File: config.mk
export PLATFORM = sky130hd
export DESIGN_NAME = step_position_edge_latch_core
export DESIGN_NICKNAME = d
export VERILOG_FILES = /design/src/rtl/core/sple_pkg.sv /design/src/rtl/core/sple_in_stage.sv /design/src/rtl/core/sple_update.sv /design/src/rtl/core/sple_out_stage.sv /design/src/rtl/core/step_position_edge_latch_core.sv
export VERILOG_INCLUDE_DIRS = /design/src /design/src/rtl/core
export SDC_FILE = /design/constraint.sdc
export NUM_CORES = 1
export LEC_CHECK = 0
export ABC_CLOCK_PERIOD_IN_PS = 11100
export BUFFER_PORTS_ARGS = -buffer_cell sky130_fd_sc_hd__buf_2
export CAP_MARGIN = 0
export CELL_PAD_IN_SITES_DETAIL_PLACEMENT = 2
export CELL_PAD_IN_SITES_GLOBAL_PLACEMENT = 2
export CORE_MARGIN = 2
export CORE_UTILIZATION = 39
export DETAILED_ROUTE_END_ITERATION = 10
export GPL_ROUTABILITY_DRIVEN = 1
export GPL_TIMING_DRIVEN = 0
export HOLD_SLACK_MARGIN = 0.02
export PLACE_DENSITY = 0.8
export SLEW_MARGIN = 20
export SYNTH_ARGS = -nofsm -noshare
export SYNTH_HDL_FRONTEND = slang
export SYNTH_SLANG_ARGS = --single-unit
export TNS_END_PERCENT = 1
File: constraint.sdc
create_clock -name i_clk -period 11.1 [get_ports i_clk]
set_input_delay 1.11 -clock i_clk [delete_from_list [all_inputs] [get_ports i_clk]]
set_output_delay 1.11 -clock i_clk [all_outputs]
set_load 0.1 [all_outputs]
File: src/rtl/core/step_position_edge_latch_core_macros.svh
// ---------------------------------------------------------------------------
// Step position edge latch: assertion macros
// Concurrent property shorthands used by the core's state update (sple_update).
// ---------------------------------------------------------------------------
`ifndef STEP_POSITION_EDGE_LATCH_CORE_MACROS_SVH
`define STEP_POSITION_EDGE_LATCH_CORE_MACROS_SVH

// Same-cycle implication, disabled while reset is asserted.
`define SPLE_ASSERT_IMPL(label, clk, rst_n, ante, cons) \
    label: assert property (@(posedge clk) disable iff (!rst_n) (ante) |-> (cons)) \
        else $error("sple property failed");

// Next-cycle implication, disabled while reset is asserted.
`define SPLE_ASSERT_NEXT(label, clk, rst_n, ante, cons) \
    label: assert property (@(posedge clk) disable iff (!rst_n) (ante) |=> (cons)) \
        else $error("sple property failed");

`endif

File: src/rtl/core/sple_pkg.sv
// ---------------------------------------------------------------------------
// Step position edge latch package
// Shared types, opcodes and register indices of the core.
// ---------------------------------------------------------------------------
`default_nettype none

package sple_pkg;

    localparam int POSITION_BITS_DEF = 32;

    localparam int OPCODE_BITS    = 3;
    localparam int FIELD_BITS     = 32;
    localparam int DEBOUNCE_BITS  = 16;
    localparam int CAPACITY_BITS  = 10;
    localparam int CFG_INDEX_BITS = 4;
    localparam int CFG_DATA_BITS  = 16;

    localparam logic [OPCODE_BITS-1:0] OP_STEP       = 3'd0;
    localparam logic [OPCODE_BITS-1:0] OP_ZERO       = 3'd1;
    localparam logic [OPCODE_BITS-1:0] OP_SHIFT      = 3'd2;
    localparam logic [OPCODE_BITS-1:0] OP_ARM_LATCH  = 3'd3;
    localparam logic [OPCODE_BITS-1:0] OP_ARM_CENSUS = 3'd4;
    localparam logic [OPCODE_BITS-1:0] OP_DISARM     = 3'd5;

    localparam logic [CFG_INDEX_BITS-1:0] REG_DEBOUNCE_COUNT = 4'd0;
    localparam logic [CFG_INDEX_BITS-1:0] REG_EDGE_CAPACITY  = 4'd1;

    localparam logic [DEBOUNCE_BITS-1:0] DEBOUNCE_RESET = 16'd1;
    localparam logic [CAPACITY_BITS-1:0] CAPACITY_RESET = 10'd64;

    typedef struct packed {
        logic [OPCODE_BITS-1:0] opcode;
        logic                   direction_forward;
        logic                   sensor_active;
        logic                   want_active;
        logic [FIELD_BITS-1:0]  shift_amount;
    } t_item;

    typedef struct packed {
        logic [FIELD_BITS-1:0]    position;
        logic                     latch_seen;
        logic [FIELD_BITS-1:0]    latch_edge_position;
        logic                     edge_valid;
        logic [FIELD_BITS-1:0]    edge_position;
        logic                     edge_level;
        logic [CAPACITY_BITS-1:0] edge_count;
    } t_result;

endpackage

`default_nettype wire

File: src/rtl/core/sple_in_stage.sv
// ---------------------------------------------------------------------------
// Step position edge latch: input register
// Holds one accepted request until the update stage takes it.
// ---------------------------------------------------------------------------
`default_nettype none

module sple_in_stage
    import sple_pkg::*;
(
    input  wire logic  i_clk,
    input  wire logic  i_rst_n,
    input  wire logic  i_in_valid,
    output logic       o_in_stall,
    input  wire t_item i_item,
    input  wire logic  i_take,
    output logic       o_valid,
    output t_item      o_item
);

    logic  r_valid;
    t_item r_item;
    logic  w_load;

    assign w_load     = i_in_valid && (!r_valid || i_take);
    assign o_in_stall = r_valid && !i_take;
    assign o_valid    = r_valid;
    assign o_item     = r_item;

    always_ff @(posedge i_clk) begin
        if (!i_rst_n) begin
            r_valid <= 1'b0;
        end else if (!r_valid || i_take) begin
            r_valid <= i_in_valid;
        end
    end

    always_ff @(posedge i_clk) begin
        if (w_load) begin
            r_item <= i_item;
        end
    end

endmodule

`default_nettype wire

File: src/rtl/core/sple_update.sv
// ---------------------------------------------------------------------------
// Step position edge latch: state update
// Position counter, debounced latch and edge census, updated once per request.
// ---------------------------------------------------------------------------
`default_nettype none

`include "step_position_edge_latch_core_macros.svh"

module sple_update
    import sple_pkg::*;
#(
    parameter int POSITION_BITS = POSITION_BITS_DEF
) (
    input  wire logic                     i_clk,
    input  wire logic                     i_rst_n,
    input  wire logic                     i_fire,
    input  wire t_item                    i_item,
    input  wire logic [DEBOUNCE_BITS-1:0] i_debounce_count,
    input  wire logic [CAPACITY_BITS-1:0] i_edge_capacity,
    output t_result                       o_result
);

    localparam int PB = POSITION_BITS;

    logic [PB-1:0]            r_step_position,  n_step_position;
    logic                     r_latch_armed,    n_latch_armed;
    logic                     r_latch_level,    n_latch_level;
    logic                     r_latch_found,    n_latch_found;
    logic [PB-1:0]            r_latch_position, n_latch_position;
    logic [DEBOUNCE_BITS-1:0] r_latch_run,      n_latch_run;
    logic                     r_latch_dir,      n_latch_dir;
    logic                     r_census_armed,   n_census_armed;
    logic                     r_census_level,   n_census_level;
    logic [DEBOUNCE_BITS-1:0] r_census_run,     n_census_run;
    logic [CAPACITY_BITS-1:0] r_census_edges,   n_census_edges;

    logic [DEBOUNCE_BITS-1:0] w_eff;
    logic [PB-1:0]            w_back;
    logic [PB-1:0]            w_delta;
    logic [PB-1:0]            w_step_edge;
    logic [PB-1:0]            w_stored_edge;
    logic [PB-1:0]            w_latch_edge;
    logic [DEBOUNCE_BITS-1:0] w_latch_inc;
    logic [DEBOUNCE_BITS-1:0] w_census_inc;
    logic                     w_just_found;
    logic                     w_ev;
    logic [PB-1:0]            w_epos;

    assign w_eff  = (i_debounce_count == '0) ? DEBOUNCE_BITS'(1) : i_debounce_count;
    assign w_back = PB'(w_eff - DEBOUNCE_BITS'(1));

    // Offset from the pre-step position to the start of the confirming run.
    assign w_delta     = i_item.direction_forward ? (PB'(1) - w_back) : (w_back - PB'(1));
    assign w_step_edge = r_step_position + w_delta;
    assign w_stored_edge = r_latch_dir ? (r_latch_position - w_back)
                                       : (r_latch_position + w_back);

    assign w_latch_inc  = (r_latch_run == '1) ? r_latch_run : r_latch_run + DEBOUNCE_BITS'(1);
    assign w_census_inc = (r_census_run == '1) ? r_census_run
                                               : r_census_run + DEBOUNCE_BITS'(1);

    always_comb begin
        n_step_position  = r_step_position;
        n_latch_armed    = r_latch_armed;
        n_latch_level    = r_latch_level;
        n_latch_found    = r_latch_found;
        n_latch_position = r_latch_position;
        n_latch_run      = r_latch_run;
        n_latch_dir      = r_latch_dir;
        n_census_armed   = r_census_armed;
        n_census_level   = r_census_level;
        n_census_run     = r_census_run;
        n_census_edges   = r_census_edges;
        w_just_found     = 1'b0;
        w_ev             = 1'b0;
        w_epos           = '0;
        case (i_item.opcode)
            OP_STEP: begin
                n_step_position = i_item.direction_forward ? r_step_position + PB'(1)
                                                           : r_step_position - PB'(1);
                if (r_latch_armed && !r_latch_found) begin
                    if (i_item.sensor_active == r_latch_level) begin
                        n_latch_run = w_latch_inc;
                        if (w_latch_inc >= w_eff) begin
                            n_latch_found    = 1'b1;
                            n_latch_position = n_step_position;
                            n_latch_dir      = i_item.direction_forward;
                            w_just_found     = 1'b1;
                        end
                    end else begin
                        n_latch_run = '0;
                    end
                end else if (r_census_armed) begin
                    if (i_item.sensor_active != r_census_level) begin
                        n_census_run = w_census_inc;
                        if (w_census_inc >= w_eff) begin
                            n_census_level = i_item.sensor_active;
                            n_census_run   = '0;
                            if (r_census_edges < i_edge_capacity) begin
                                w_ev           = 1'b1;
                                w_epos         = w_step_edge;
                                n_census_edges = r_census_edges + CAPACITY_BITS'(1);
                            end
                        end
                    end else begin
                        n_census_run = '0;
                    end
                end
            end
            OP_ZERO: begin
                n_step_position = '0;
            end
            OP_SHIFT: begin
                n_step_position = r_step_position - PB'(signed'(i_item.shift_amount));
            end
            OP_ARM_LATCH: begin
                n_latch_level    = i_item.want_active;
                n_latch_found    = 1'b0;
                n_latch_position = '0;
                n_latch_run      = '0;
                n_latch_dir      = 1'b0;
                n_latch_armed    = 1'b1;
            end
            OP_ARM_CENSUS: begin
                n_census_edges = '0;
                n_census_run   = '0;
                n_census_level = i_item.sensor_active;
                n_census_armed = 1'b1;
            end
            OP_DISARM: begin
                n_latch_armed  = 1'b0;
                n_census_armed = 1'b0;
            end
            default: begin
            end
        endcase
    end

    assign w_latch_edge = w_just_found ? w_step_edge : w_stored_edge;

    always_comb begin
        o_result.position            = FIELD_BITS'(signed'(n_step_position));
        o_result.latch_seen          = n_latch_found;
        o_result.latch_edge_position = n_latch_found ? FIELD_BITS'(signed'(w_latch_edge))
                                                     : '0;
        o_result.edge_valid          = w_ev;
        o_result.edge_position       = w_ev ? FIELD_BITS'(signed'(w_epos)) : '0;
        o_result.edge_level          = w_ev && i_item.sensor_active;
        o_result.edge_count          = n_census_edges;
    end

    always_ff @(posedge i_clk) begin
        if (!i_rst_n) begin
            r_step_position  <= '0;
            r_latch_armed    <= 1'b0;
            r_latch_level    <= 1'b0;
            r_latch_found    <= 1'b0;
            r_latch_position <= '0;
            r_latch_run      <= '0;
            r_latch_dir      <= 1'b0;
            r_census_armed   <= 1'b0;
            r_census_level   <= 1'b0;
            r_census_run     <= '0;
            r_census_edges   <= '0;
        end else if (i_fire) begin
            r_step_position  <= n_step_position;
            r_latch_armed    <= n_latch_armed;
            r_latch_level    <= n_latch_level;
            r_latch_found    <= n_latch_found;
            r_latch_position <= n_latch_position;
            r_latch_run      <= n_latch_run;
            r_latch_dir      <= n_latch_dir;
            r_census_armed   <= n_census_armed;
            r_census_level   <= n_census_level;
            r_census_run     <= n_census_run;
            r_census_edges   <= n_census_edges;
        end
    end

    `SPLE_ASSERT_IMPL(a_edge_needs_census, i_clk, i_rst_n, i_fire && o_result.edge_valid, r_census_armed && (r_census_edges < i_edge_capacity))
    `SPLE_ASSERT_IMPL(a_latch_blocks_census, i_clk, i_rst_n, i_fire && r_latch_armed && !r_latch_found, !o_result.edge_valid)
    `SPLE_ASSERT_NEXT(a_disarm_clears, i_clk, i_rst_n, i_fire && (i_item.opcode == OP_DISARM), !r_latch_armed && !r_census_armed)
    `SPLE_ASSERT_NEXT(a_capture_holds, i_clk, i_rst_n, r_latch_found && !(i_fire && (i_item.opcode == OP_ARM_LATCH)), r_latch_found && $stable(r_latch_position))

endmodule

`default_nettype wire

File: src/rtl/core/sple_out_stage.sv
// ---------------------------------------------------------------------------
// Step position edge latch: result register
// Holds one result until the receiver takes it.
// ---------------------------------------------------------------------------
`default_nettype none

module sple_out_stage
    import sple_pkg::*;
(
    input  wire logic    i_clk,
    input  wire logic    i_rst_n,
    input  wire logic    i_load,
    input  wire t_result i_result,
    input  wire logic    i_out_stall,
    output logic         o_take,
    output logic         o_out_valid,
    output t_result      o_result
);

    logic    r_valid;
    t_result r_result;

    assign o_take      = !r_valid || !i_out_stall;
    assign o_out_valid = r_valid;
    assign o_result    = r_result;

    always_ff @(posedge i_clk) begin
        if (!i_rst_n) begin
            r_valid <= 1'b0;
        end else if (o_take) begin
            r_valid <= i_load;
        end
    end

    always_ff @(posedge i_clk) begin
        if (i_load) begin
            r_result <= i_result;
        end
    end

endmodule

`default_nettype wire

File: src/rtl/core/step_position_edge_latch_core.sv
// ---------------------------------------------------------------------------
// Step position edge latch core
// Microstep position counter with a debounced home latch and an edge census.
// ---------------------------------------------------------------------------
// One request per step pulse or control command enters on the input channel
// (i_in_valid / o_in_stall) and yields exactly one result on the output
// channel (o_out_valid / i_out_stall). A request is taken at a clock edge at
// which valid is high and stall is low.
// A request accepted at a clock edge is held in the input register, passes
// through the state update once the result register can take it, and is then
// presented from the result register. The update logic is a single
// pass, so one request is accepted in every cycle while the result register
// is free or being emptied.
// When the receiver stalls, the result register holds its contents, the
// input register fills and o_in_stall rises; nothing is dropped.
// The configuration channel (i_cfg_valid / o_cfg_ready) writes the debounce
// count (index 0) and the census capacity (index 1); it is always ready and
// should only be used while no request is in flight.
// Synchronous reset clears the position, both arming bits, the latch and the
// census, and loads a debounce count of 1 and a capacity of 64.
// ---------------------------------------------------------------------------
`default_nettype none

module step_position_edge_latch_core
    import sple_pkg::*;
#(
    parameter int POSITION_BITS = POSITION_BITS_DEF
) (
    input  wire logic                      i_clk,
    input  wire logic                      i_rst_n,
    input  wire logic                      i_in_valid,
    output logic                           o_in_stall,
    input  wire logic [OPCODE_BITS-1:0]    i_opcode,
    input  wire logic                      i_direction_forward,
    input  wire logic                      i_sensor_active,
    input  wire logic                      i_want_active,
    input  wire logic signed [FIELD_BITS-1:0] i_shift_amount,
    output logic                           o_out_valid,
    input  wire logic                      i_out_stall,
    output logic signed [FIELD_BITS-1:0]   o_position,
    output logic                           o_latch_seen,
    output logic signed [FIELD_BITS-1:0]   o_latch_edge_position,
    output logic                           o_edge_valid,
    output logic signed [FIELD_BITS-1:0]   o_edge_position,
    output logic                           o_edge_level,
    output logic [CAPACITY_BITS-1:0]       o_edge_count,
    input  wire logic                      i_cfg_valid,
    output logic                           o_cfg_ready,
    input  wire logic [CFG_INDEX_BITS-1:0] i_cfg_index,
    input  wire logic [CFG_DATA_BITS-1:0]  i_cfg_data
);

    logic [DEBOUNCE_BITS-1:0] r_debounce_count;
    logic [CAPACITY_BITS-1:0] r_edge_capacity;

    t_item   w_in_item;
    t_item   w_stage_item;
    t_result w_update_result;
    t_result w_out_result;
    logic    w_stage_valid;
    logic    w_take;
    logic    w_fire;

    assign o_cfg_ready = 1'b1;

    always_ff @(posedge i_clk) begin
        if (!i_rst_n) begin
            r_debounce_count <= DEBOUNCE_RESET;
            r_edge_capacity  <= CAPACITY_RESET;
        end else if (i_cfg_valid && o_cfg_ready) begin
            case (i_cfg_index)
                REG_DEBOUNCE_COUNT: r_debounce_count <= i_cfg_data;
                REG_EDGE_CAPACITY:  r_edge_capacity  <= i_cfg_data[CAPACITY_BITS-1:0];
                default: begin
                end
            endcase
        end
    end

    always_comb begin
        w_in_item.opcode            = i_opcode;
        w_in_item.direction_forward = i_direction_forward;
        w_in_item.sensor_active     = i_sensor_active;
        w_in_item.want_active       = i_want_active;
        w_in_item.shift_amount      = i_shift_amount;
    end

    assign w_fire = w_stage_valid && w_take;

    sple_in_stage u_in_stage (
        .i_clk      (i_clk),
        .i_rst_n    (i_rst_n),
        .i_in_valid (i_in_valid),
        .o_in_stall (o_in_stall),
        .i_item     (w_in_item),
        .i_take     (w_take),
        .o_valid    (w_stage_valid),
        .o_item     (w_stage_item)
    );

    sple_update #(
        .POSITION_BITS (POSITION_BITS)
    ) u_update (
        .i_clk            (i_clk),
        .i_rst_n          (i_rst_n),
        .i_fire           (w_fire),
        .i_item           (w_stage_item),
        .i_debounce_count (r_debounce_count),
        .i_edge_capacity  (r_edge_capacity),
        .o_result         (w_update_result)
    );

    sple_out_stage u_out_stage (
        .i_clk       (i_clk),
        .i_rst_n     (i_rst_n),
        .i_load      (w_fire),
        .i_result    (w_update_result),
        .i_out_stall (i_out_stall),
        .o_take      (w_take),
        .o_out_valid (o_out_valid),
        .o_result    (w_out_result)
    );

    assign o_position            = w_out_result.position;
    assign o_latch_seen          = w_out_result.latch_seen;
    assign o_latch_edge_position = w_out_result.latch_edge_position;
    assign o_edge_valid          = w_out_result.edge_valid;
    assign o_edge_position       = w_out_result.edge_position;
    assign o_edge_level          = w_out_result.edge_level;
    assign o_edge_count          = w_out_result.edge_count;

endmodule

`default_nettype wire

Word level (Yosys, flattened, before mapping)
Index checks and enable logic that the tools add are counted.
{ "classes": {"n_bitwise": 6, "n_reduce_logical": 29, "eq_ne": 17, "order_cmp": 3, "n_mux": 51, "add_sub_neg": 12} }
{ "ops": {"columns": ["op", "count"], "rows": [
  ["two-way mux 32 bit", 7],
  ["two-way mux 16 bit", 9],
  ["one-hot mux 32 bit (3 select lines)", 1],
  ["adder 32 bit", 2],
  ["one-hot mux 16 bit (2 select lines)", 2],
  ["one-hot mux 32 bit (2 select lines)", 1],
  ["subtractor 32 x 1 -> 32 bit, second input constant", 2],
  ["subtractor 32 bit", 2],
  ["two-way mux 10 bit", 5],
  ["adder 16 x 1 -> 16 bit, second input constant", 2],
  ["adder 32 x 1 -> 32 bit, second input constant", 1],
  ["== test 16 bit, second input constant", 2],
  [">= comparator 16 bit", 2],
  ["subtractor 1 x 32 -> 32 bit, first input constant", 1],
  ["two-way mux 1 bit", 20],
  ["one-hot mux 10 bit (2 select lines)", 1],
  ["subtractor 16 x 1 -> 17 bit, second input constant", 1],
  ["zero test 16 bit", 1],
  ["inequality test 2 x 1 -> 1 bit, second input constant", 6],
  ["adder 10 x 1 -> 10 bit, second input constant", 1],
  ["< comparator 10 bit", 1],
  ["one-hot mux 1 bit (2 select lines)", 5],
  ["AND reduction 2 bit", 5],
  ["nonzero test 2 bit", 4],
  ["other kinds (18)", 34]
]} }
{ "word_totals": {"inputBits": 63, "wordCells": 145, "regBits": 287, "out_inout_bits": 112} }

Logic depth before layout (Yosys ltp)
Gate-level depths: netlist (run 1).
{ "depth": {"ltp_word": 10, "ltp_mapped": 28, "mapped_depth_nobuf": 26} }

Cells and area by module
A second synthesis (run 1) with hierarchy kept.
{ "unflattened": {"hier_cells": 2261, "hier_area_um2": 20026.7} }
{ "by_module_without_submodules": {"columns": ["mod", "seq_area_each_um2", "instances", "cells_per_inst", "area_per_inst_um2"], "rows": [
  ["sple_update", 2242.2, 1, 1996, 14473.9],
  ["sple_out_stage", 3293.2, 1, 113, 3308.2],
  ["sple_in_stage", 1161.1, 1, 42, 1188.6],
  ["step_position_edge_latch_core", 520.5, 1, 110, 1056.0]
]} }

Worst setup path after synthesis (run 1)
OpenSTA, ideal clock, no wires.
{ "synth_timing": {"path_kind": "reg2reg", "startpoint": "register r_debounce_count[13]", "endpoint": "register u_out_stage.r_result (netlist bit u_out_stage.o_result[75]) (data pin)", "n_path_buf": 2, "setup_slack_ns": 5.265, "setup_ns": 0.271, "stages_incl_launch_ff": 27, "required_time_ns": 10.829, "period_less_slack_ns": 5.835, "arrival_time_ns": 5.564, "path_cell_list": "dfxtp_1 -> nor3_1 -> and4_1 -> buf_2 -> a21o_1 -> buf_4 -> inv_1 -> ha_1 -> or4b_4 -> nor3_1 -> xnor2_1 -> nand4bb_4 -> nor4_4 -> nand2_1 -> o21ai_1 -> a21oi_1 -> ha_1 -> a21oi_1 -> o21ai_0 -> a21oi_1 -> o21ai_0 -> a32oi_1 -> o31ai_1 -> nand3_1 -> o21ai_0 -> xnor2_1 -> o22ai_1"} }
{ "synth_via": {"elab_chain_cells": 8, "word_cells_on_any_way": 20, "cone_classes": "6 x add/sub; 1 x order compare; 12 x mux; 1 x reduce/logical"} }
{ "synth_lines": {"columns": ["element", "line", "rtl"], "rows": [
  ["from (decl)", "step_position_edge_latch_core.sv:53", "logic [DEBOUNCE_BITS-1:0] r_debounce_count;"],
  ["from (signal assigned)", "step_position_edge_latch_core.sv:72", "REG_DEBOUNCE_COUNT: r_debounce_count <= i_cfg_data;"],
  ["zero test 16 bit", "sple_update.sv:49", "assign w_eff = (i_debounce_count == '0) ? DEBOUNCE_BITS'(1) : i_debounce_count;"],
  ["two-way mux 16 bit *", "sple_update.sv:49", null],
  ["parallel branches: the longest is 6 deep, another holds subtractor 32 x 1 -> 32 bit", null, null],
  ["to (signal assigned)", "sple_out_stage.sv:37", "r_result <= i_result;"],
  ["to (decl)", "sple_out_stage.sv:21", "t_result r_result;"]
]} }
Every way passes the cells marked *.
A chain may end at the register's enable or synchronous reset.

Final worst setup path (run 1)
{ "layout_timing": {"startpoint": "register r_debounce_count[10]", "endpoint": "register u_out_stage.r_result (netlist bit u_out_stage.o_result[74]) (data pin)"} }
Same word-level chain as after synthesis.

==> metrics, run 1 <==
Hold Path Class reg2reg; vias per inst 5.88; outcome finished clean; Inserted Clock Buffers 37; Synth Register Bits 287; main combinational cell family by area after synthesis compound AO/OA/AOI/OAI gates; EDFF count, synth 147; TritonCTS clock tree built; port buffer count 173; Final Critical Period 7.57 ns; DR vias 18600; DIE AREA 0.0522 mm^2; Final Hold Fails 0; ranking of synthesized cells by area edfxtp_1 22%, dfxtp_1 14%, ha_1 11%, a21oi_1 5.8%, xnor2_1 4.8%; ys async rst share 0%; Clk pin slew, worst setup/hold paths 0.06 ns; RePlAce Congestion 0.897; top cell type by total area after synthesis edfxtp_1; maximum vdd drop 0.0979 mV; area share of the largest cell type after synthesis 22.5%; GR Util met1 33.3%; grt total ovfl 0; RSZ-0062 raised after global routing no; Leakage 9.43 nW; 1st-pass router iterations 7; core area 0.0500 mm^2; Worst-Skew Late Latency 0.59 ns; drt wl/cell 24.6 um; # Post-CTS Setup Buffers 0; site row count 82; post-synth cell types 85; GRT Total Usage 29.4%; fillcell total 5645; CP Class reg2reg; initial DRC count 915; syn_nets 2487; Critical Path RT 11.39 ns; Initial Util 39.3%; ys flop type edfxtp_1; Post-Synth XOR/XNOR Area 8.28%; Placed Area 0.0214 mm^2; skew final 0.0364 ns; layout cells sized above 1 11.8%; post-cts resize count 0; period utilisation layout 68.2%; Post-Synth Simple-Gate Area 16.9%; CP endpoint kind flip-flop; Cell Pwr Density 146 mW/mm^2; worst-path fanout max 13; CTS sink cnt 287; M3 GR Usage 3.83%; post-synthesis average cell area 8.74 um^2; hold_buf cts 0; Adder-Cell Fraction of Synth Area 11.4%; initial antenna violation count 0; CTS root buffer clkbuf_16; Ant. Diodes 0; DRC 0; Final setup viols 0; CP Launch Type flip-flop; setup_tns 0 ns; synth warn 0; dpl hpwl 61.1 mm; Max Freq 132 MHz; Final Cell Area 0.0227 mm^2; maxcap violations 0; first-pass GRT wire length 119 mm; # nets final 2703; Synth Area in Compound Gates 21.0%; Worst-Margin Slew 1.16 ns; final WL 77.8 mm; Die Y 228 um; pin count of the biggest net entering global routing 40; Cell Area, Synth 0.0196 mm^2; post-synthesis mux area share 1.99%; Clock Tree Buf Depth 3; DIE WIDTH 228 um; vias in the first global route 20400; cells after synthesis 2247; max-slew violation count 0; sequential fraction of the synthesis area 36.7%; WP data arrival 7.86 ns; relative slew slack 22.0%; Ports 175; Detail Route Antenna Nets 0; GR peak layer met2; Layout area overhead 15.4%; H-tree depth 2; M2 GR Usage 53.0%
-- path summary, 6_finish.rpt --
kind	end	depth (start not counted)	startpoint	slack [ns]
max	u_out_stage.o_result[74]	26	r_debounce_count[10]	3.53
min	u_update.r_latch_position[27]	2	u_update.r_latch_position[27]	0.49
max reg2reg	u_out_stage.o_result[74]	26	r_debounce_count[10]	3.53
min reg2reg	u_update.r_latch_position[27]	2	u_update.r_latch_position[27]	0.49
-- logic make-up (layout without fill, tap and decap cells) --
family / Yosys count / in the layout
muxes: 36 / 36
AOI/OAI and AO/OA: 665 / 665
and+or+nand+nor: 711 / 711
other: 1 / 1
buffers and inverters: 186 / 431
adders and majority gates: 177 / 177
DFF: 287 / 287
xor gates and xnor gates: 184 / 184
-- where the power goes --
| group | switching (mW) | total (mW) | internal [mW] |
|---|---|---|---|
| Sequential | 0.0301 | 1.18 | 1.15 |
| Combinational | 0.602 | 0.884 | 0.283 |
| Clock | 0.514 | 1.24 | 0.726 |
| Total | 1.15 | 3.30 | 2.16 |
-- registers in the layout (all words and copies together) (netlist names) --
register                   flops
u_update.r_latch_armed         1
u_update.r_census_edges       10
u_update.r_latch_position     32
u_in_stage.o_item             38
u_update.r_step_position      32
u_update.r_latch_run          16
u_in_stage.o_valid             1
u_update.r_latch_found         1
u_update.r_latch_level         1
u_update.r_census_run         16
u_update.r_census_armed        1
r_edge_capacity               10
u_out_stage.o_out_valid        1
u_update.r_latch_dir           1
u_out_stage.o_result         109
u_update.r_census_level        1
r_debounce_count              16
-- critical path, stage by stage, from the launching register on --
cell and delay, ns:
dfxtp_1 0.43, nor4_2 0.44, and4_1 0.26, buf_2 0.20, a21o_1 0.14, buf_4 0.21
inv_1 0.14, ha_1 0.25, nor3b_1 0.17, xnor2_1 0.55, nand4b_1 0.26, and4b_1 0.37
and2_1 0.14, clkbuf_1 0.38, a31oi_1 0.14, a41oi_1 0.25, xnor2_1 0.13, ha_1 0.42
and3_1 0.33, nand4b_1 0.19, a21boi_0 0.41, a21oi_1 0.21, o41ai_1 0.59, a211o_1 0.25
a21oi_1 0.08, xor2_1 0.23, o22ai_1 0.11
-- per-layer routing --
layer	part of all wire, %	vias up
met1	40	9382
met3	3.6	194
met5	0.037	-
met4	6.1	2
li1	-	8615
met2	51	419
-- cell usage after synthesis, types with 51 or more instances --
cell type    n
a21oi_1    228
nand2_1    198
xnor2_1    107
dfxtp_1    140
edfxtp_1   147
nor2_1     245
a31oi_1     51
nand3_1     67
xor2_1      75
o21ai_0    123
clkbuf_1    78
inv_1       94
ha_1       173
a21o_1      65
-- layout by cell type, fill, tap and decap left out, types with 85 or more instances in the layout --
| cell type | netlist | routed |
|---|---|---|
| a21oi_1 | 228 | 228 |
| buf_2 | 3 | 177 |
| clkbuf_1 | 78 | 85 |
| dfxtp_1 | 140 | 140 |
| edfxtp_1 | 147 | 147 |
| ha_1 | 173 | 173 |
| inv_1 | 94 | 94 |
| nand2_1 | 198 | 198 |
| nor2_1 | 245 | 245 |
| o21ai_0 | 123 | 123 |
| xnor2_1 | 107 | 107 |
-- stage by stage --
step / hold WS [ns] / std cells / power, mW / setup WS, ns / utilization [%]
global placement: 0.462 / 3092 / 2.03 / 3.54 / 42.7
detailed placement: 0.473 / 3096 / 2.07 / 3.65 / 42.9
floorplan: 0.443 / 2247 / 1.82 / 5.27 / -
CTS: 0.483 / 3164 / 3.32 / 3.63 / 45.3
global route: 0.509 / 3164 / 3.43 / 3.03 / 45.4
finish: 0.485 / 3164 / 3.30 / 3.53 / 45.4
-- cell type report --
cell class,instances,area [um^2],share of cell area [%]
Buffer,91,373,1.65
Inverter,95,358,1.58
Clock buffer,48,1030,4.54
Timing Repair Buffer,177,946,4.17
Tap cell,672,841,3.71
Clock inverter,20,184,0.812
Sequential cell,287,7220,31.8
Multi-Input combinational cell,1774,11700,51.7
(Power assumes the default switching activity.)
==> run 2: changes to the inputs <==
- ABC_CLOCK_PERIOD_IN_PS: 11100 -> 7800
- CORE_UTILIZATION: 39 -> 38
- PLACE_DENSITY: 0.8 -> 0.78
- clock period: 11.1 -> 7.8 ns (I/O delays scaled with it)
==> metrics, run 2 (synthesis gave the netlist of run 1 again) <==
Max Freq 138 MHz (was 132 MHz); reg-to-reg critical path endpoint u_out_stage.o_result[75] (was u_out_stage.o_result[74]); drt wl/cell 24.1 um (was 24.6 um); RePlAce Congestion 0.873 (was 0.897); maximum vdd drop 0.130 mV (was 0.0979 mV); Final Hold Fails 0 (unchanged); DIE AREA 0.0535 mm^2 (was 0.0522 mm^2); most common cell after layout, fill and taps aside nor2_1 (unchanged); layout cells sized above 1 12.0% (was 11.8%); Sw Ratio 34.7% (about the same); site row count 83 (was 82); Clock Power Share 37.3% (was 37.5%); Critical Path RT 8.08 ns (was 11.39 ns); Worst-Margin Slew 1.16 ns (about the same); skew final 0.0333 ns (was 0.0364 ns); DIE WIDTH 231 um (was 228 um); 1st-pass router iterations 7 (unchanged); initial antenna violation count 0 (unchanged); DR vias 18400 (was 18600); # Post-CTS Setup Buffers 0 (unchanged); CTS sink cnt 287 (unchanged); Detail Route Antenna Nets 0 (unchanged); max reg flops 109 (unchanged); worst-path fanout max 13 (unchanged); setup_tns 0 ns (unchanged); Hold Path Stages 1 (was 2); CP startpoint r_debounce_count[8] (was r_debounce_count[10]); TritonCTS clock tree built (unchanged); H-tree depth 2 (unchanged); Seq pwr share 35.9% (was 35.7%); switching power 1.62 mW (was 1.15 mW); Cell Pwr Density 206 mW/mm^2 (was 146 mW/mm^2); grt total ovfl 0 (unchanged); cell-internal power 3.05 mW (was 2.16 mW); CP max stage cell dfxtp_1 (was o41ai_1); Worst-Skew Late Latency 0.58 ns (was 0.59 ns); Initial Util 38.4% (was 39.3%); Logic pwr share 26.8% (about the same); DRC 0 (unchanged); CP endpoint kind flip-flop (unchanged); pin count of the biggest net entering global routing 40 (unchanged); vias in the first global route 20000 (was 20400); CTS root buffer clkbuf_16 (unchanged); Inserted Clock Buffers 37 (unchanged); relative slew slack 22.3% (was 22.0%); Ant. Diodes 0 (unchanged); CP Class reg2reg (unchanged); highest-count cells in the layout ignoring fill and taps 245 x nor2_1, 228 x a21oi_1, 198 x nand2_1, 177 x buf_2, 173 x ha_1 (unchanged); core area 0.0512 mm^2 (was 0.0500 mm^2); period utilisation layout 92.6% (was 68.2%); GRT Total Usage 28.5% (was 29.4%); RSZ-0062 raised after global routing no (unchanged); Die Y 231 um (was 228 um); Clk pin slew, worst setup/hold paths 0.06 ns (about the same); WP data arrival 7.51 ns (was 7.86 ns); final WL 76.4 mm (was 77.8 mm); reg2reg start r_debounce_count[8] (was r_debounce_count[10]); CP endpoint u_out_stage.o_result[75] (was u_out_stage.o_result[74]); Hold Path Class in2reg (was reg2reg); crit-path max cell delay 0.65 ns (was 0.59 ns); Ports 175 (unchanged); Final setup viols 0 (unchanged); path depth of the worst reg2reg path 26 (unchanged); max-slew violation count 0 (unchanged); outcome finished clean (unchanged); Final Critical Period 7.23 ns (was 7.57 ns); dpl hpwl 60.5 mm (was 61.1 mm); first-pass GRT wire length 118 mm (was 119 mm); CP Launch Type flip-flop (unchanged); Layout area overhead 15.7% (was 15.4%); R2R setup slack 0.57 ns (was 3.53 ns); vias per inst 5.80 (was 5.88); Leakage 9.45 nW (was 9.43 nW); Clock Tree Buf Depth 3 (unchanged); # nets final 2704 (was 2703); maxcap violations 0 (unchanged); initial DRC count 918 (was 915); port buffer count 173 (unchanged); final core utilization 44.4% (was 45.4%)
## run 2: cell count changes in the layout (fill, tap and decap cells not counted), sizes merged
cell and change:
clkinvlp -3, buf +1, clkinv +2
## run 2: layout make-up
type / count / area (um^2)
plain buffers: 91 / 373
clock buffers: 48 / 998
clock inverters: 19 / 201
fillers: 5679 / 28500
inverters: 95 / 358
multi-input cells: 1774 / 11800
flip-flops and latches: 287 / 7220
well taps: 680 / 851
repair buffers: 178 / 961
## run 2: worst min-delay path by stage
stage | end | from | slack (ns)
2_1_floorplan | u_update.r_latch_found | u_update.r_latch_found | 0.44
3_3_place_gp | u_update.r_latch_armed | u_update.r_latch_armed | 0.46
3_5_place_dp | u_update.r_latch_position[29] | u_update.r_latch_position[29] | 0.47
4_1_cts | u_in_stage.o_item[6] | i_shift_amount[6] | 0.34
5_1_grt | u_in_stage.o_item[33] | i_sensor_active | 0.35
6_report | u_in_stage.o_item[6] | i_shift_amount[6] | 0.37
## run 2: power groups by stage
stage | registers, mW | logic, mW | clock network (mW)
after floorplan | 1.85 | 0.735 | 0
after global placement | 1.71 | 1.17 | 0
after detailed placement | 1.71 | 1.23 | 0
after CTS | 1.68 | 1.24 | 1.78
after global routing | 1.68 | 1.36 | 1.84
final | 1.68 | 1.25 | 1.74
## run 2: metrics by stage
step                hold WS [ns]  cell area [um^2]  setup WS (ns)  total power, mW  instances
floorplan                  0.443             19600           1.97             2.59       2247
global placement           0.458             21400          0.476             2.89       3100
detailed placement         0.472             21500          0.197             2.94       3105
CTS                        0.337             22700          0.106             4.70       3172
global route               0.349             22700         0.0418             4.87       3172
finish                     0.372             22700          0.574             4.67       3172
## run 2: critical path, delay by kind of cell, from the launching register on
kind | cells | cell delay, ns
adders and majority gates | 2 | 0.67
xor gates and xnor gates | 2 | 0.46
and+or+nand+nor | 8 | 2.24
buffers and inverters | 3 | 0.53
DFF | 1 | 0.65
AOI/OAI and AO/OA | 11 | 2.37
## run 2: what timing repair did
action / 4_1_cts / 5_1_grt
resized for setup: 0 / 10
hold buffers: 0 / 0
endpoints found under the setup margin: 0 / 13
## run 2: per-layer routing
metal / vias to the layer above / global-route usage (%) / part of all wire (%)
met4: 0 / 12.0 / 4.3
met3: 136 / 3.21 / 3.1
met2: 356 / 51.8 / 51
met5: - / 0 / 0
met1: 9274 / 33.9 / 41
li1: 8632 / - / -
==> run 3: changes to the inputs <==
--- a/config.mk
+++ b/config.mk
@@ -19,2 +19,3 @@
 export HOLD_SLACK_MARGIN = 0.02
+export MAX_ROUTING_LAYER = met4
 export PLACE_DENSITY = 0.78
--- a/constraint.sdc
+++ b/constraint.sdc
@@ -3,2 +3,2 @@
 set_output_delay 0.78 -clock i_clk [all_outputs]
-set_load 0.1 [all_outputs]
+set_load 0.005 [all_outputs]
==> metrics, run 3 (synthesis gave the netlist of run 1 again) <==
DRC 0 (unchanged); final WL 77.0 mm (was 76.4 mm); Crit path buffers/inverters 4 (was 3); fillcell total 5727 (was 5679); grt total ovfl 0 (unchanged); vias in the first global route 19900 (was 20000); first-pass GRT wire length 118 mm (about the same); core area 0.0512 mm^2 (unchanged); CP Class reg2reg (unchanged); CTS root buffer clkbuf_16 (unchanged); switching power 1.44 mW (was 1.62 mW); most common cell after layout, fill and taps aside nor2_1 (unchanged); layout cells sized above 1 12.2% (was 12.0%); vias per inst 5.80 (about the same); maximum vdd drop 0.178 mV (was 0.130 mV); Final Critical Period 7.23 ns (about the same); Layout area overhead 15.6% (was 15.7%); Hold Path Class in2reg (unchanged); worst-path fanout max 13 (unchanged); TritonCTS clock tree built (unchanged); drt wl/cell 24.3 um (was 24.1 um); Final Hold Fails 0 (unchanged); total power 4.48 mW (was 4.67 mW); Detail Route Antenna Nets 0 (unchanged); met1 WL 31.4 mm (was 31.6 mm); Inserted Clock Buffers 36 (was 37); Ports 175 (unchanged); crit-path max cell delay 0.46 ns (was 0.65 ns); relative slew slack 25.3% (was 22.3%); initial DRC count 922 (was 918); max reg flops 109 (unchanged); outcome finished clean (unchanged); GRT Total Usage 29.6% (was 28.5%); CTS sink cnt 287 (unchanged); Clk pin slew, worst setup/hold paths 0.06 ns (about the same); # nets final 2703 (was 2704); skew final 0.0318 ns (was 0.0333 ns); 1st-pass router iterations 5 (was 7); Die Y 231 um (unchanged); setup_tns 0 ns (unchanged); CP endpoint kind flip-flop (unchanged); CP max stage cell ha_1 (was dfxtp_1); Cell Pwr Density 197 mW/mm^2 (was 206 mW/mm^2); Top Metal Used met4 (unchanged); Worst-Margin Slew 1.11 ns (was 1.16 ns); Leakage 9.45 nW (about the same); Top delay family on crit path simple AND/OR/NAND/NOR gates (was compound AO/OA/AOI/OAI gates); pin count of the biggest net entering global routing 40 (unchanged); WP data arrival 7.53 ns (was 7.51 ns); H-tree depth 2 (unchanged); Worst-Skew Late Latency 0.59 ns (was 0.58 ns); Ant. Diodes 0 (unchanged); CP Launch Type flip-flop (unchanged); maxcap violations 0 (unchanged); hold_buf cts 0 (unchanged); Initial Util 38.4% (unchanged); port buffer count 173 (unchanged); site row count 83 (unchanged); cell-internal power 3.04 mW (was 3.05 mW); Logic pwr share 24.2% (was 26.8%); dpl cells 3105 (unchanged); Routed met2 length 39.8 mm (was 39.1 mm); highest-count cells in the layout ignoring fill and taps 244 x nor2_1, 228 x a21oi_1, 198 x nand2_1, 177 x buf_2, 173 x ha_1 (was 245 x nor2_1, 228 x a21oi_1, 198 x nand2_1, 177 x buf_2, 173 x ha_1); DIE AREA 0.0535 mm^2 (unchanged); RSZ-0062 raised after global routing no (unchanged); Clock Power Share 38.4% (was 37.3%); Critical Path RT 8.09 ns (was 8.08 ns); Sw Ratio 32.2% (was 34.7%); dpl hpwl 60.9 mm (was 60.5 mm); Final setup viols 0 (unchanged); DIE WIDTH 231 um (unchanged); period utilisation layout 92.7% (was 92.6%); RePlAce Congestion 0.887 (was 0.873); final std cells w/o fill 3170 (was 3172); Seq pwr share 37.4% (was 35.9%); initial antenna violation count 1 (was 0); Clock Tree Buf Depth 3 (unchanged); max-slew violation count 0 (unchanged); met3 wire length 2.70 mm (was 2.36 mm); Max Freq 138 MHz (about the same); DR vias 18400 (unchanged)
## run 3: cell count changes in the layout (fill, tap and decap cells not counted), moves of 2 or more
| cell | change |
|---|---|
| clkbuf_1 | -3 |
| clkinv_2 | +6 |
| clkinv_1 | -3 |
| clkbuf_8 | +2 |
| clkinv_4 | -3 |
## run 3: final timing paths
kind,startpoint,endpoint,slack (ns),cells after the start
worst min-delay path,i_shift_amount[8],u_in_stage.o_item[8],0.37,1
worst max-delay path,r_debounce_count[10],u_out_stage.o_result[72],0.57,26
worst max register to register,r_debounce_count[10],u_out_stage.o_result[72],0.57,26
worst min register to register,r_debounce_count[15],r_debounce_count[15],0.49,2
## run 3: what timing repair did
item / 4_1_cts / 5_1_grt
buffers inserted: 0 / 0
endpoints found under the setup margin: 0 / 12
gates resized for setup: 0 / 8
## run 3: cell type report
class                      instances  area [um^2]  share of cell area [%]
buffer                            91          373                    1.64
clock buffer                      46          990                    4.36
clock inverter                    19          204                   0.898
inverter                          95          358                    1.58
multi-input combinational       1774        11800                    51.8
sequential                       287         7220                    31.8
tap                              680          851                    3.75
timing repair buffer             178          961                    4.23
## run 3: through the flow
stage               utilization [%]  worst slack (ns)  hold WS, ns  cell area, um^2
floorplan                         -              1.97        0.443            19600
global placement               41.7             0.497        0.460            21400
detailed placement             41.9             0.224        0.483            21500
CTS                            44.3             0.168        0.346            22700
global route                   44.3            0.0496        0.357            22700
finish                         44.3             0.566        0.371            22700
## run 3: per-layer routing
layer  track usage, %  up-vias
met2             53.2      357
met1             33.5     9276
met3             3.65      165
li1                 -     8600
met5                -        -
met4             11.1        0
## run 3: power by group through the flow
stage / clock, mW / combinational, mW / sequential, mW
after CTS: 1.76 / 1.08 / 1.68
after floorplan: 0 / 0.732 / 1.69
final: 1.72 / 1.09 / 1.68
after detailed placement: 0 / 1.07 / 1.71
after global placement: 0 / 1.01 / 1.71
after global routing: 1.81 / 1.19 / 1.68
